[src/rtl/core/wrc_pkg.sv]
`default_nettype none

package wrc_pkg;

	localparam int MAX_WIDTH  = 128;
	localparam int MAX_HEIGHT = 128;
	localparam int MAX_KERNEL = 5;

	localparam int POS_W     = 7;
	localparam int CH_W      = 8;
	localparam int PIX_W     = 3 * CH_W;
	localparam int KS_W      = 3;
	localparam int HALF_W    = KS_W - 1;
	localparam int DIM_W     = 8;
	localparam int SCALE_W   = 16;
	localparam int BIAS_W    = 17;
	localparam int COEF_W    = 16;
	localparam int FRAC_W    = 20;
	localparam int BIAS_SH   = 12;
	localparam int APB_AW    = 5;
	localparam int APB_DW    = 32;
	localparam int MOD_CNT_W = 3;

	localparam logic [1:0] REQ_PIXEL = 2'd0;
	localparam logic [1:0] REQ_COEF  = 2'd1;
	localparam logic [1:0] REQ_QUERY = 2'd2;

	localparam logic [2:0] REG_KSIZE  = 3'd0;
	localparam logic [2:0] REG_WIDTH  = 3'd1;
	localparam logic [2:0] REG_HEIGHT = 3'd2;
	localparam logic [2:0] REG_SCALE  = 3'd3;
	localparam logic [2:0] REG_BIAS   = 3'd4;

	localparam logic [1:0] CH_RED   = 2'd0;
	localparam logic [1:0] CH_GREEN = 2'd1;
	localparam logic [1:0] CH_BLUE  = 2'd2;

	localparam logic [KS_W-1:0]           KS_RST    = 3'd5;
	localparam logic [DIM_W-1:0]          DIM_RST   = 8'd128;
	localparam logic [SCALE_W-1:0]        SCALE_RST = 16'd4096;
	localparam logic signed [BIAS_W-1:0]  BIAS_RST  = 17'sd0;
	localparam logic [CH_W-1:0]           CH_MAX    = 8'd255;

	typedef struct packed {
		logic [1:0]               req_type;
		logic [POS_W-1:0]         pos_x;
		logic [POS_W-1:0]         pos_y;
		logic [CH_W-1:0]          red_in;
		logic [CH_W-1:0]          green_in;
		logic [CH_W-1:0]          blue_in;
		logic [2:0]               coef_col;
		logic [2:0]               coef_row;
		logic signed [COEF_W-1:0] coef_value;
	} req_t;

	typedef struct packed {
		logic [CH_W-1:0] red_out;
		logic [CH_W-1:0] green_out;
		logic [CH_W-1:0] blue_out;
	} rsp_t;

	typedef struct packed {
		logic [KS_W-1:0]          kernel_size;
		logic [DIM_W-1:0]         image_width;
		logic [DIM_W-1:0]         image_height;
		logic [SCALE_W-1:0]       scale_factor;
		logic signed [BIAS_W-1:0] bias_value;
	} cfg_t;

	typedef struct packed {
		logic       start;
		logic       wr_pix;
		logic       wr_coef;
		logic       mod_step;
		logic       back_step;
		logic       issue;
		logic       mul;
		logic [1:0] ch;
		logic       load_out;
	} cmd_t;

	typedef struct packed {
		logic [HALF_W-1:0] half;
		logic              ks_zero;
		logic              col_last;
		logic              row_last;
		logic              pipe_busy;
	} sts_t;

endpackage

`default_nettype wire

[src/rtl/core/wrc_cfg.sv]
`default_nettype none

module wrc_cfg (
	input  wire logic                        clk,
	input  wire logic                        arst_n,
	input  wire logic                        psel,
	input  wire logic                        penable,
	input  wire logic                        pwrite,
	input  wire logic [wrc_pkg::APB_AW-1:0]  paddr,
	input  wire logic [wrc_pkg::APB_DW-1:0]  pwdata,
	output logic      [wrc_pkg::APB_DW-1:0]  prdata,
	output wrc_pkg::cfg_t                    cfg
);

	wrc_pkg::cfg_t cfg_q;
	logic          wr;
	logic [2:0]    idx;

	assign wr  = psel & penable & pwrite;
	assign idx = paddr[wrc_pkg::APB_AW-1:2];

	always_ff @(posedge clk or negedge arst_n) begin
		if (!arst_n) begin
			cfg_q.kernel_size  <= wrc_pkg::KS_RST;
			cfg_q.image_width  <= wrc_pkg::DIM_RST;
			cfg_q.image_height <= wrc_pkg::DIM_RST;
			cfg_q.scale_factor <= wrc_pkg::SCALE_RST;
			cfg_q.bias_value   <= wrc_pkg::BIAS_RST;
		end else if (wr) begin
			case (idx)
				wrc_pkg::REG_KSIZE:  cfg_q.kernel_size  <= pwdata[wrc_pkg::KS_W-1:0];
				wrc_pkg::REG_WIDTH:  cfg_q.image_width  <= pwdata[wrc_pkg::DIM_W-1:0];
				wrc_pkg::REG_HEIGHT: cfg_q.image_height <= pwdata[wrc_pkg::DIM_W-1:0];
				wrc_pkg::REG_SCALE:  cfg_q.scale_factor <= pwdata[wrc_pkg::SCALE_W-1:0];
				wrc_pkg::REG_BIAS:   cfg_q.bias_value   <= signed'(pwdata[wrc_pkg::BIAS_W-1:0]);
				default: ;
			endcase
		end
	end

	always_comb begin
		case (idx)
			wrc_pkg::REG_KSIZE:  prdata = wrc_pkg::APB_DW'(cfg_q.kernel_size);
			wrc_pkg::REG_WIDTH:  prdata = wrc_pkg::APB_DW'(cfg_q.image_width);
			wrc_pkg::REG_HEIGHT: prdata = wrc_pkg::APB_DW'(cfg_q.image_height);
			wrc_pkg::REG_SCALE:  prdata = wrc_pkg::APB_DW'(cfg_q.scale_factor);
			wrc_pkg::REG_BIAS:   prdata = {{(wrc_pkg::APB_DW-wrc_pkg::BIAS_W){1'b0}},
				cfg_q.bias_value};
			default:             prdata = '0;
		endcase
	end

	assign cfg = cfg_q;

endmodule

`default_nettype wire

[config.mk]
export PLATFORM = sky130hd
export DESIGN_NAME = wrc_cfg
export DESIGN_NICKNAME = d
export VERILOG_FILES = /design/src/rtl/core/wrc_pkg.sv /design/src/rtl/core/wrc_cfg.sv
export SDC_FILE = /design/constraint.sdc
export NUM_CORES = 1
export LEC_CHECK = 0
export ABC_AREA = 0
export BUFFER_PORTS_ARGS = -buffer_cell sky130_fd_sc_hd__buf_2
export CAP_MARGIN = 10
export CORE_ASPECT_RATIO = 1.25
export CORE_MARGIN = 2
export CORE_UTILIZATION = 41
export CTS_CLUSTER_DIAMETER = 30
export CTS_CLUSTER_SIZE = 24
export DETAILED_ROUTE_END_ITERATION = 8
export GPL_TIMING_DRIVEN = 0
export PLACE_DENSITY = 0.76
export SYNTH_ARGS = -nofsm -noshare
export SYNTH_HDL_FRONTEND = slang
export SYNTH_SLANG_ARGS = --single-unit
[constraint.sdc]
create_clock -name clk -period 1.39 [get_ports clk]
set_input_delay 0.2085 -clock clk [delete_from_list [all_inputs] [get_ports clk]]
set_output_delay 0.2085 -clock clk [all_outputs]
set_load 0.02 [all_outputs]
[Word level (Yosys, flattened, before mapping)]
Cells that the tools add are included.
Cells by class
  equality and inequality tests: 4
  mux-type cells: 1
  reductions and logical operators: 6
  bitwise gates (word level): 2
Operator list (count)
  $pmux W17 S5: 1
  $reduce_and A2 Y1: 5
  $eq A3 B2 Y1 const B: 2
  $eq A3 B1 Y1 const B: 1
  $eq A3 B3 Y1 const B: 1
  $logic_not A3 Y1: 1
  $and A1 B1 Y1: 2
Storage, ports and cells
  register bits after elaboration: 52
  output and inout port bits: 84
  bits of input ports: 42
  logic and storage cells: 18

[Depth between registers and ports, before layout]
  depth after elaboration: 3
  gate-level depth with buffers: 6
  depth with buffers taken out: 3

[Worst setup path after synthesis]
No wires, ideal clock.
  path kind: input to output
  start point: in paddr[3] in the netlist's numbering
  end point: out prdata[1] in the netlist's numbering
  data required time: 1.182 ns
  buffers on the path: 2
  stages on the path: 4
  data arrival time: 1.303 ns
  setup slack: -0.122 ns
  path through: clkbuf_2 buf_2 mux2_2 a221o_1
Between the ends
  longest elaborated chain between the ends: 2
  elaborated cells on any way between the ends: 6
  classes of those cells: 4 x eq/ne; 1 x mux; 1 x reduce/logical
Ends and longest elaborated chain
  from (decl): line wrc_cfg.sv:9  | input wire logic [wrc_pkg::APB_AW-1:0] paddr,
  $eq A3 B3 Y1, or another cell as far along: line wrc_cfg.sv:42  | case (idx)
  $pmux W17 S5 (*): line wrc_cfg.sv:42
  to (decl): line wrc_cfg.sv:11  | output logic [wrc_pkg::APB_DW-1:0] prdata,
Every way passes the cells marked *; elsewhere a longest branch is shown, timed or not.

[Worst setup path after layout]
  start point: reg cfg_q (netlist bit cfg[35])
  end point: out prdata[2] in the netlist's numbering
Between the ends
  longest elaborated chain between the ends: 1
Ends and longest elaborated chain
  from (decl): line wrc_cfg.sv:15  | wrc_pkg::cfg_t cfg_q;
  $pmux W17 S5: line wrc_cfg.sv:42
Every way passes these cells.

==> results.py <==
metrics = {
    "outcome": {
        "status": "finished, violations left",
        "violations": "setup timing",
    },
    "yosys": {
        "synthSimpleGateAreaFrac_pct": 6.29,
        "synth_top_family_by_area": "multiplexers",
        "syn_area_sq_um": 2510,
        "synth_cell_type_count": 31,
        "synth_flop_cell": "dfrtp_1",
        "postSynthAreaPerCell_sq_um": 14.0,
        "synth_area_leaders": "dfrtp_1 47%, mux2_2 24%, dfstp_2 5.2%",
        "synth_compound_area_share_pct": 6.59,
        "synth_top_area_cell": "dfrtp_1",
        "synthAdderAreaFrac_pct": 0,
        "async_flop_share_pct": 100,
        "yosysWarningCount": 0,
        "synth.area.mux_share_pct": 27.9,
        "seq_area_frac_synth_pct": 52.1,
        "synth_edf_count": 0,
        "synth_cells": 179,
        "synth_xor_xnor_area_share_pct": 0,
        "ys_ff_latch": 52,
        "netlist.area_leader.share_pct": 46.9,
    },
    "finish": {
        "final_common_cell": "buf_2",
        "drive_above_1_share_pct": 69.2,
        "final_cell_mix": "84 x buf_2, 53 x mux2_2, 47 x dfrtp_1, 36 x buf_4, 15 x conb_1",
        "synthToLayoutAreaGrowth_pct": 39.9,
        "num-nets-final": 349,
        "diodes": 0,
        "fin_area_sq_um": 3510,
        "utilization_pct": 59.9,
        "largest_reg_flops": 52,
    },
    "setup_path": {
        "required_ns": 1.18,
        "crit_path_top_delay_cell": "mux4_2",
        "critPathCaptureType": "output pin",
        "crit_fanout": 3,
        "crit_type": "reg -> out",
        "critPathLaunchType": "register",
        "crit_chain": "mux4_2 > a22o_1 > buf_6",
        "slowest_delay_ns": 0.47,
        "arrival_ns": 1.51,
    },
    "timing": {
        "final_max_slew_viol_count": 0,
        "rsz0062_at_grt": "yes",
        "slew_headroom_pct": 52.9,
        "fin_ws_ns": -0.330,
        "hold_viol_final": 0,
        "tightest_slew_ns": 0.706,
        "clock-skew-final_ns": 0,
        "fmax_mhz": 581,
        "whs_ns": 0.134,
        "period_minus_slack_ns": 1.72,
        "fin_crit_sh_pct": 124,
        "report.final.setup_viol": 14,
    },
    "floorplanning": {
        "core_sq_um": 5860,
        "start_util_pct": 42.8,
        "dieWidth_um": 73.9,
        "ioPinCount": 126,
        "fp.dieH_um": 91.4,
        "num_rows": 31,
        "die_area_sq_um": 6760,
    },
    "route": {
        "dr.pass1.iters": 4,
        "dr.first_iter.drc_count": 24,
        "top_layer_used": "met4",
        "viasPerCell": 4.90,
        "drc": 0,
        "met3_wirelength_um": 326,
        "wl_met2_mm": 3.25,
        "num_vias": 1912,
        "wl_per_cell_um": 15.7,
        "drtAntennaViolNets": 0,
        "routedLengthMet1_mm": 2.47,
        "routed_wirelength_mm": 6.13,
    },
    "power_and_ir_drop": {
        "power_density_nw_per_um2": 1350,
        "p_leak_nw": 1.83,
        "power_mw": 4.75,
        "ir_drop_mv": 0.695,
    },
    "global_route": {
        "grt_max_degree": 53,
        "grt_pass1_vias": 1901,
        "grt.overflow.total": 0,
        "grt_pass1_wl_mm": 9.34,
        "antenna_found_initial": 0,
        "grtUsageTotal_pct": 18.3,
    },
    "clock_network": {
        "htreeDepth": 2,
        "cts_root_buf": "clkbuf_8",
        "clkTransAtPathRegs_ns": 0.09,
        "cts_tree": "done",
        "cts.sinks": 52,
        "clkLatencyLatePin_ns": 0.30,
        "numCtsBuffers": 5,
        "max-clock-path-buffers": 2,
    },
    "place": {
        "dpl_cell_area_sq_um": 3140,
        "dp_hpwl_mm": 4.29,
        "portBuffers": 92,
        "gp_congestion": 0.734,
    },
    "hold_path": {
        "min_path_type": "in -> reg",
    },
    "run": {
        "drv_cap": 0,
    },
}
## synthesized netlist by cell type, drive strengths merged, types with 2 or more instances
| cell | count |
|---|---|
| a221o | 2 |
| a22o | 9 |
| a22oi | 4 |
| buf | 23 |
| dfrtp | 47 |
| dfstp | 5 |
| mux2 | 54 |
| mux2i | 7 |
| nand2b | 2 |
| nor2 | 5 |
| nor2b | 2 |
| nor3 | 3 |
| o22ai | 4 |
## critical path: cells and delay by family, from the launching register on
family | cells | cell delay (ns)
AOI/OAI and AO/OA | 1 | 0.21
buffers and inverters | 1 | 0.13
DFF | 1 | 0.41
muxes | 1 | 0.47
## path summary, 6_finish.rpt
check                               startpoint             endpoint  slack, ns  cells after the start
max                        cfg[35]$_DFFE_PN0P_            prdata[2]      -0.33                      3
min                                 pwdata[16]  cfg[16]$_DFFE_PN0P_       0.13                      2
max reg2reg                cfg[47]$_DFFE_PN0P_  cfg[47]$_DFFE_PN0P_       0.37                      3
min reg2reg                cfg[16]$_DFFE_PN0P_  cfg[16]$_DFFE_PN0P_       0.53                      1
max in group asynchronous               arst_n  cfg[49]$_DFFE_PN1P_       0.28                      3
min in group asynchronous               arst_n  cfg[16]$_DFFE_PN0P_       0.48                      2
## repair_timing
item	in CTS	in global routing
hold buffers	0	1
gates resized for setup	23	7
cloned	0	0
pin swaps	1	3
hold endpoints to repair	0	25
setup buffers	7	7
endpoints found under the setup margin	17	17
## final cells by class
type	instances	area, sq um
well taps	82	103
repair buffers	108	641
multi-input cells	116	1140
clock inverters	2	38.8
inverters	1	3.75
plain buffers	23	195
clock buffers	6	82.6
flip-flops and latches	52	1310
fillers	491	2350
## metal layers
layer | global-route usage, % | up-vias
li1 | - | 888
met1 | 21.9 | 944
met2 | 31.5 | 73
met3 | 3.11 | 7
met4 | 7.58 | 0
met5 | 0 | -
## stage by stage
| step | TNS, ns | std cells | setup slack (ns) |
|---|---|---|---|
| after global routing | -3.40 | 390 | -0.386 |
| after global placement | -11.93 | 367 | -0.325 |
| after detailed placement | -13.53 | 367 | -0.315 |
| after CTS | -2.12 | 381 | -0.331 |
| after floorplan | 0 | 193 | 0.00608 |
| final | -2.53 | 390 | -0.330 |
## cell families after synthesis
group / count (synthesis)
mux: 62
flops: 52
buf+inv: 25
compound gates: 21
simple gates: 18
other cells: 1
## report_power, final
part           switching, mW  internal (mW)  leakage (nW)
logic                  0.877          0.747          1.12
registers              0.218           1.83         0.653
clock network          0.492          0.589        0.0614
total                   1.59           3.17          1.83
No activity file was read; power rests on OpenSTA's default activity.
