--- src/rtl/core/wrc_pkg.sv ---
`default_nettype none

package wrc_pkg;

	localparam int MAX_WIDTH  = 128;
	localparam int MAX_HEIGHT = 128;
	localparam int MAX_KERNEL = 5;

	localparam int POS_W     = 7;
	localparam int CH_W      = 8;
	localparam int PIX_W     = 3 * CH_W;
	localparam int KS_W      = 3;
	localparam int HALF_W    = KS_W - 1;
	localparam int DIM_W     = 8;
	localparam int SCALE_W   = 16;
	localparam int BIAS_W    = 17;
	localparam int COEF_W    = 16;
	localparam int FRAC_W    = 20;
	localparam int BIAS_SH   = 12;
	localparam int APB_AW    = 5;
	localparam int APB_DW    = 32;
	localparam int MOD_CNT_W = 3;

	localparam logic [1:0] REQ_PIXEL = 2'd0;
	localparam logic [1:0] REQ_COEF  = 2'd1;
	localparam logic [1:0] REQ_QUERY = 2'd2;

	localparam logic [2:0] REG_KSIZE  = 3'd0;
	localparam logic [2:0] REG_WIDTH  = 3'd1;
	localparam logic [2:0] REG_HEIGHT = 3'd2;
	localparam logic [2:0] REG_SCALE  = 3'd3;
	localparam logic [2:0] REG_BIAS   = 3'd4;

	localparam logic [1:0] CH_RED   = 2'd0;
	localparam logic [1:0] CH_GREEN = 2'd1;
	localparam logic [1:0] CH_BLUE  = 2'd2;

	localparam logic [KS_W-1:0]           KS_RST    = 3'd5;
	localparam logic [DIM_W-1:0]          DIM_RST   = 8'd128;
	localparam logic [SCALE_W-1:0]        SCALE_RST = 16'd4096;
	localparam logic signed [BIAS_W-1:0]  BIAS_RST  = 17'sd0;
	localparam logic [CH_W-1:0]           CH_MAX    = 8'd255;

	typedef struct packed {
		logic [1:0]               req_type;
		logic [POS_W-1:0]         pos_x;
		logic [POS_W-1:0]         pos_y;
		logic [CH_W-1:0]          red_in;
		logic [CH_W-1:0]          green_in;
		logic [CH_W-1:0]          blue_in;
		logic [2:0]               coef_col;
		logic [2:0]               coef_row;
		logic signed [COEF_W-1:0] coef_value;
	} req_t;

	typedef struct packed {
		logic [CH_W-1:0] red_out;
		logic [CH_W-1:0] green_out;
		logic [CH_W-1:0] blue_out;
	} rsp_t;

	typedef struct packed {
		logic [KS_W-1:0]          kernel_size;
		logic [DIM_W-1:0]         image_width;
		logic [DIM_W-1:0]         image_height;
		logic [SCALE_W-1:0]       scale_factor;
		logic signed [BIAS_W-1:0] bias_value;
	} cfg_t;

	typedef struct packed {
		logic       start;
		logic       wr_pix;
		logic       wr_coef;
		logic       mod_step;
		logic       back_step;
		logic       issue;
		logic       mul;
		logic [1:0] ch;
		logic       load_out;
	} cmd_t;

	typedef struct packed {
		logic [HALF_W-1:0] half;
		logic              ks_zero;
		logic              col_last;
		logic              row_last;
		logic              pipe_busy;
	} sts_t;

endpackage

`default_nettype wire

--- src/rtl/core/wrc_ctrl.sv ---
`default_nettype none

module wrc_ctrl (
	input  wire logic          clk,
	input  wire logic          arst_n,
	input  wire logic          req_valid,
	input  wire logic [1:0]    req_type,
	output logic               req_stall,
	output logic               rsp_valid,
	input  wire logic          rsp_stall,
	input  wire wrc_pkg::sts_t sts,
	output wrc_pkg::cmd_t      cmd
);

	localparam logic [2:0] S_IDLE  = 3'd0;
	localparam logic [2:0] S_MOD   = 3'd1;
	localparam logic [2:0] S_BACK  = 3'd2;
	localparam logic [2:0] S_SWEEP = 3'd3;
	localparam logic [2:0] S_DRAIN = 3'd4;
	localparam logic [2:0] S_MUL   = 3'd5;
	localparam logic [2:0] S_CLAMP = 3'd6;
	localparam logic [2:0] S_OUT   = 3'd7;

	localparam int CW = wrc_pkg::MOD_CNT_W;

	logic [2:0]    state_q, state_d;
	logic [CW-1:0] cnt_q, cnt_d;
	logic          rsp_valid_q, rsp_valid_d;
	logic          accept;

	assign req_stall = (state_q != S_IDLE);
	assign accept    = req_valid & ~req_stall;
	assign rsp_valid = rsp_valid_q;

	always_comb begin
		state_d = state_q;
		cnt_d   = cnt_q;
		cmd     = '0;
		case (state_q)
			S_IDLE: begin
				if (accept) begin
					case (req_type)
						wrc_pkg::REQ_PIXEL: cmd.wr_pix = 1'b1;
						wrc_pkg::REQ_COEF:  cmd.wr_coef = 1'b1;
						wrc_pkg::REQ_QUERY: begin
							cmd.start = 1'b1;
							cnt_d     = '0;
							state_d   = S_MOD;
						end
						default: ;
					endcase
				end
			end
			S_MOD: begin
				cmd.mod_step = 1'b1;
				cnt_d        = cnt_q + 1'b1;
				if (cnt_q == CW'(wrc_pkg::POS_W - 1)) begin
					cnt_d = '0;
					if (sts.half != '0)
						state_d = S_BACK;
					else if (sts.ks_zero)
						state_d = S_MUL;
					else
						state_d = S_SWEEP;
				end
			end
			S_BACK: begin
				cmd.back_step = 1'b1;
				cnt_d         = cnt_q + 1'b1;
				if (cnt_q == CW'(sts.half) - CW'(1)) begin
					cnt_d   = '0;
					state_d = S_SWEEP;
				end
			end
			S_SWEEP: begin
				cmd.issue = 1'b1;
				if (sts.col_last && sts.row_last)
					state_d = S_DRAIN;
			end
			S_DRAIN: begin
				if (!sts.pipe_busy) begin
					cnt_d   = '0;
					state_d = S_MUL;
				end
			end
			S_MUL: begin
				cmd.mul = 1'b1;
				cmd.ch  = cnt_q[1:0];
				cnt_d   = cnt_q + 1'b1;
				if (cnt_q[1:0] == wrc_pkg::CH_BLUE)
					state_d = S_CLAMP;
			end
			S_CLAMP: state_d = S_OUT;
			S_OUT: begin
				if (!rsp_valid_q || !rsp_stall) begin
					cmd.load_out = 1'b1;
					state_d      = S_IDLE;
				end
			end
			default: state_d = S_IDLE;
		endcase
	end

	always_comb begin
		rsp_valid_d = rsp_valid_q;
		if (cmd.load_out)
			rsp_valid_d = 1'b1;
		else if (!rsp_stall)
			rsp_valid_d = 1'b0;
	end

	always_ff @(posedge clk or negedge arst_n) begin
		if (!arst_n) begin
			state_q     <= S_IDLE;
			cnt_q       <= '0;
			rsp_valid_q <= 1'b0;
		end else begin
			state_q     <= state_d;
			cnt_q       <= cnt_d;
			rsp_valid_q <= rsp_valid_d;
		end
	end

endmodule

`default_nettype wire

--- config.mk ---
export PLATFORM = sky130hd
export DESIGN_NAME = wrc_ctrl
export DESIGN_NICKNAME = d
export VERILOG_FILES = /design/src/rtl/core/wrc_pkg.sv /design/src/rtl/core/wrc_ctrl.sv
export SDC_FILE = /design/constraint.sdc
export NUM_CORES = 1
export LEC_CHECK = 0
export BUFFER_PORTS_ARGS = -buffer_cell sky130_fd_sc_hd__buf_2
export CAP_MARGIN = 30
export CORE_MARGIN = 2
export CORE_UTILIZATION = 45
export DETAILED_ROUTE_END_ITERATION = 8
export GPL_TIMING_DRIVEN = 0
export PLACE_DENSITY = 0.76
export SLEW_MARGIN = 25
export SYNTH_ARGS = -nofsm -noshare
export SYNTH_HDL_FRONTEND = slang
export SYNTH_SLANG_ARGS = --single-unit
export TNS_END_PERCENT = 20
--- constraint.sdc ---
create_clock -name clk -period 3.7 [get_ports clk]
set_input_delay 0.925 -clock clk [delete_from_list [all_inputs] [get_ports clk]]
set_output_delay 0.925 -clock clk [all_outputs]
set_load 0.005 [all_outputs]
# Yosys cells after proc, flatten, opt, wreduce, memory -nomap -nowiden
# Cells that the tools add are included.
# word_totals
output_inout_bits,12
inputBits,12
register_bits,7
# classes
reduce_logical,11
n_eq_ne,21
n_mux,30
add_sub_neg,2
bitwise,2
# ops
cell,count
2-to-1 mux 3 bit,18
one-hot mux 3 bit (8 select lines),1
== test 3 bit (second input constant),5
one-hot mux 3 bit (5 select lines),1
!= test 2 bit (second input constant),7
2-to-1 mux 1 bit,10
AND reduction 8 bit,1
== test 3 x 2 -> 1 bit (second input constant),2
nonzero test 5 bit,1
== test 2 bit (second input constant),2
!= test 2 x 1 -> 1 bit (second input constant),2
AND reduction 4 bit,1
adder 3 x 1 -> 3 bit (second input constant),1
== test 3 x 1 -> 1 bit (second input constant),1
== test 3 bit,1
logical NOT 3 bit,1
nonzero test 3 bit,1
subtractor 2 x 1 -> 3 bit (second input constant),1
== test 2 x 1 -> 1 bit (second input constant),1
logical NOT 1 bit,2
logical NOT 2 bit,1
nonzero test 2 bit,1
AND 1 bit,1
logical AND 1 bit,1
2 further kinds,2

# Longest topological paths before layout
# depth
ltp_word,5
mapped_depth,6
mapped_depth_nobuf,6

# Worst setup path before layout
# No wires, ideal clock.
# synth_path
kind,input to output
from,input port req_valid
to,output port cmd[7] (netlist name)
setup_slack_ns,1.496
t_required_ns,2.775
arrival_time_ns,1.279
path_stages,2
cell_sequence,inv_1 -> nor4b_1
# synth_rtl
element,line,text
from (decl),wrc_ctrl.sv:6,"input wire logic req_valid,"
to (decl),wrc_ctrl.sv:12,output wrc_pkg::cmd_t cmd

==> impl_metrics.env <==
export IMPL_final_seq_area_um2=175
export IMPL_ys_flop_type="dfrtp_1"
export IMPL_layout_common_cells="buf_2 (23), dfrtp_1 (7), inv_1 (6), nand2_1 (6), ha_1 (4)"
export IMPL_cp_slowest_stage_delay_ps=220
export IMPL_criticalPathCategory="in -> out"
export IMPL_drc_errors=0
export IMPL_ys_ff_latch=7
export IMPL_grt_pass1_vias=490
export IMPL_post_cts_buffers=0
export IMPL_grt_pass1_wl_mm=1.93
export IMPL_reg2reg_depth=4
export IMPL_start_kind="input pin"
export IMPL_insertion_delay_ps=250
export IMPL_worst_slew_pin_slew_ps=335
export IMPL_cap_viol_max_count=0
export IMPL_gr_usage_all_layers=0.187
export IMPL_avgSynthCellArea_um2=8.97
export IMPL_yosysWarnings=0
export IMPL_design_core_area_um2=1300
export IMPL_syn_inst=70
export IMPL_grt_max_degree=11
export IMPL_postLayoutCellArea_um2=788
export IMPL_postCtsHoldBufs=0
export IMPL_p_per_area_nw_per_um2=682
export IMPL_maxSlewHeadroom=0.774
export IMPL_fin_crit_sh=0.654
export IMPL_arrival_ps=1500
export IMPL_setup_slack_ps=1280
export IMPL_crit_path_end_kind="output pin"
export IMPL_path_clk_slew_ps=50
export IMPL_synth_mux_area_frac=0.0518
export IMPL_post_place_ws_ps=1290
export IMPL_gr_total_overflow=0
export IMPL_via_per_inst=5.32
export IMPL_multiInputGateArea_um2=397
export IMPL_drtIter0Drc=11
export IMPL_synth_area_leader_cell="dfrtp_1"
export IMPL_synthAdderAreaFrac=0.0797
export IMPL_crit_chain="buf_2 -> a21oi_1 -> buf_4 -> buf_2"
export IMPL_layout_drive_gt1_share=0.381
export IMPL_finalMaxSlewViolations=0
export IMPL_drt_first_pass_iters=4
export IMPL_antenna_found_initial=0
export IMPL_crit_fanout=3
export IMPL_synthArstFlopShare=1.00
export IMPL_vdd_drop_max_mv=0.392
export IMPL_cpMaxStageDelayCell="a21oi_1"
export IMPL_critPathRequiredTime_ps=2770
export IMPL_synth_xor_area_share=0.0418
export IMPL_fillers=130
export IMPL_dpl_hpwl_mm=1.09
export IMPL_setup_tns_final_ps=0
export IMPL_n_antenna_cell=0
export IMPL_htreeDepth=1
export IMPL_wl_per_cell_um=11.7
export IMPL_reg2reg_to="cnt_q[2]"
export IMPL_fmax_mhz=413
export IMPL_synth_nets=86
export IMPL_initial_utilization=0.483
export IMPL_nets=114
export IMPL_pin_count=24
export IMPL_final_antenna_net_count=0
export IMPL_placed_area_um2=762
export IMPL_r2r_start="state_q[0]"
export IMPL_run_status="complete, no violations"
export IMPL_setup_viol=0
export IMPL_die_area_um2=1710
export IMPL_final_common_cell="buf_2"
export IMPL_clockBufferDepth=2
export IMPL_portBuffers=23
export IMPL_synth_top_area_share=0.279
export IMPL_synth_top_family_by_area="compound AO/OA/AOI/OAI gates"
export IMPL_cts_buffers=3
export IMPL_die_width_um=41.4
export IMPL_totalWireLength_mm=1.31
export IMPL_synth_compound_area_frac=0.229
export IMPL_seq_area_frac_synth=0.279
export IMPL_synthTopCellsByArea="dfrtp_1 (28%), ha_1 (8.0%), inv_1 (3.6%)"
export IMPL_leakage_nw=0.416
export IMPL_vias=596
export IMPL_area_growth_pct=25.5
export IMPL_synthSimpleGateAreaFrac=0.229
export IMPL_regToRegSetupSlack_ps=2220
export IMPL_fin_crit_ps=2420
export IMPL_cpMostUsedCell="buf_2"
export IMPL_synth_cell_area_um2=628
export IMPL_final_hold_violation_count=0
export IMPL_min_path_type="in -> async"
export IMPL_synth_cell_type_count=37
export IMPL_clock_skew_ps=4.17
export IMPL_utilization=0.606
export IMPL_synth_edff_count=0
export IMPL_row_count=13
export IMPL_cts_sinks=7
export IMPL_ctsResizeCount=0
export IMPL_rsz0062_at_grt="false"
export IMPL_worst_hold_slack_ps=488
export IMPL_gp_congestion=0.763
export IMPL_tritoncts="done"
export IMPL_die_height_um=41.4
export IMPL_clock_root_buffer="clkbuf_4"
worst max path at each step:
| stage | endpoint | start | slack (ps) |
|---|---|---|---|
| after floorplan | cmd[7] | req_valid | 1500 |
| after global placement | cmd[7] | req_type[1] | 1300 |
| after detailed placement | cmd[0] | rsp_stall | 1290 |
| after CTS | cmd[0] | rsp_stall | 1290 |
| after global routing | cmd[7] | state_q[2] | 1120 |
| final | cmd[0] | rsp_stall | 1280 |
routing by layer:
layer	part of all wire	wire, µm	vias up	global-route usage
met5	0	0	-	0
li1	-	-	303	-
met3	0.050	66	4	0.0638
met1	0.43	558	274	0.189
met4	0.018	23	0	0.0968
met2	0.50	658	15	0.336
registers in the layout (all words and copies together), names as in the netlist:
signal and cells:
state_q 3, rsp_valid 1, cnt_q 3
final cells by class:
cell class | count | area share
multi-input combinational | 53 | 0.503
sequential | 7 | 0.222
timing repair buffer | 23 | 0.146
buffer | 4 | 0.0429
clock buffer | 4 | 0.0333
inverter | 6 | 0.0286
tap | 15 | 0.0238
where the power goes:
part           total (mW)  switching (mW)  internal, mW
clock network      0.0677          0.0266        0.0411
logic               0.325           0.165         0.161
registers           0.145          0.0350         0.110
total               0.537           0.226         0.311
stage by stage:
stage / cells / power [mW]
2_1_floorplan: 70 / 0.385
3_3_place_gp: 108 / 0.464
3_5_place_dp: 108 / 0.472
4_1_cts: 112 / 0.542
5_1_grt: 112 / 0.591
6_report: 112 / 0.537
critical path: cells and delay by family:
family                 cells  cell delay, ps
AOI/OAI and AO/OA          1             220
buffers and inverters      3             350
synthesized netlist by cell type (2+ instances only):
master,n
o21ai_0,3
nand3b_1,2
nor2b_1,2
dfrtp_1,7
a21oi_1,3
buf_4,2
nor3_1,2
ha_1,4
mux2_2,2
nand2_1,6
inv_1,6
nor2_1,3
and2_1,3
xnor2_1,2
kinds of logic after synthesis:
| group | count (synthesis) |
|---|---|
| buffers and inverters | 10 |
| adders and majority gates | 4 |
| muxes | 3 |
| and+or+nand+nor | 25 |
| DFF | 7 |
| AOI/OAI and AO/OA | 18 |
| xor gates and xnor gates | 3 |
(Power assumes the default switching activity.)
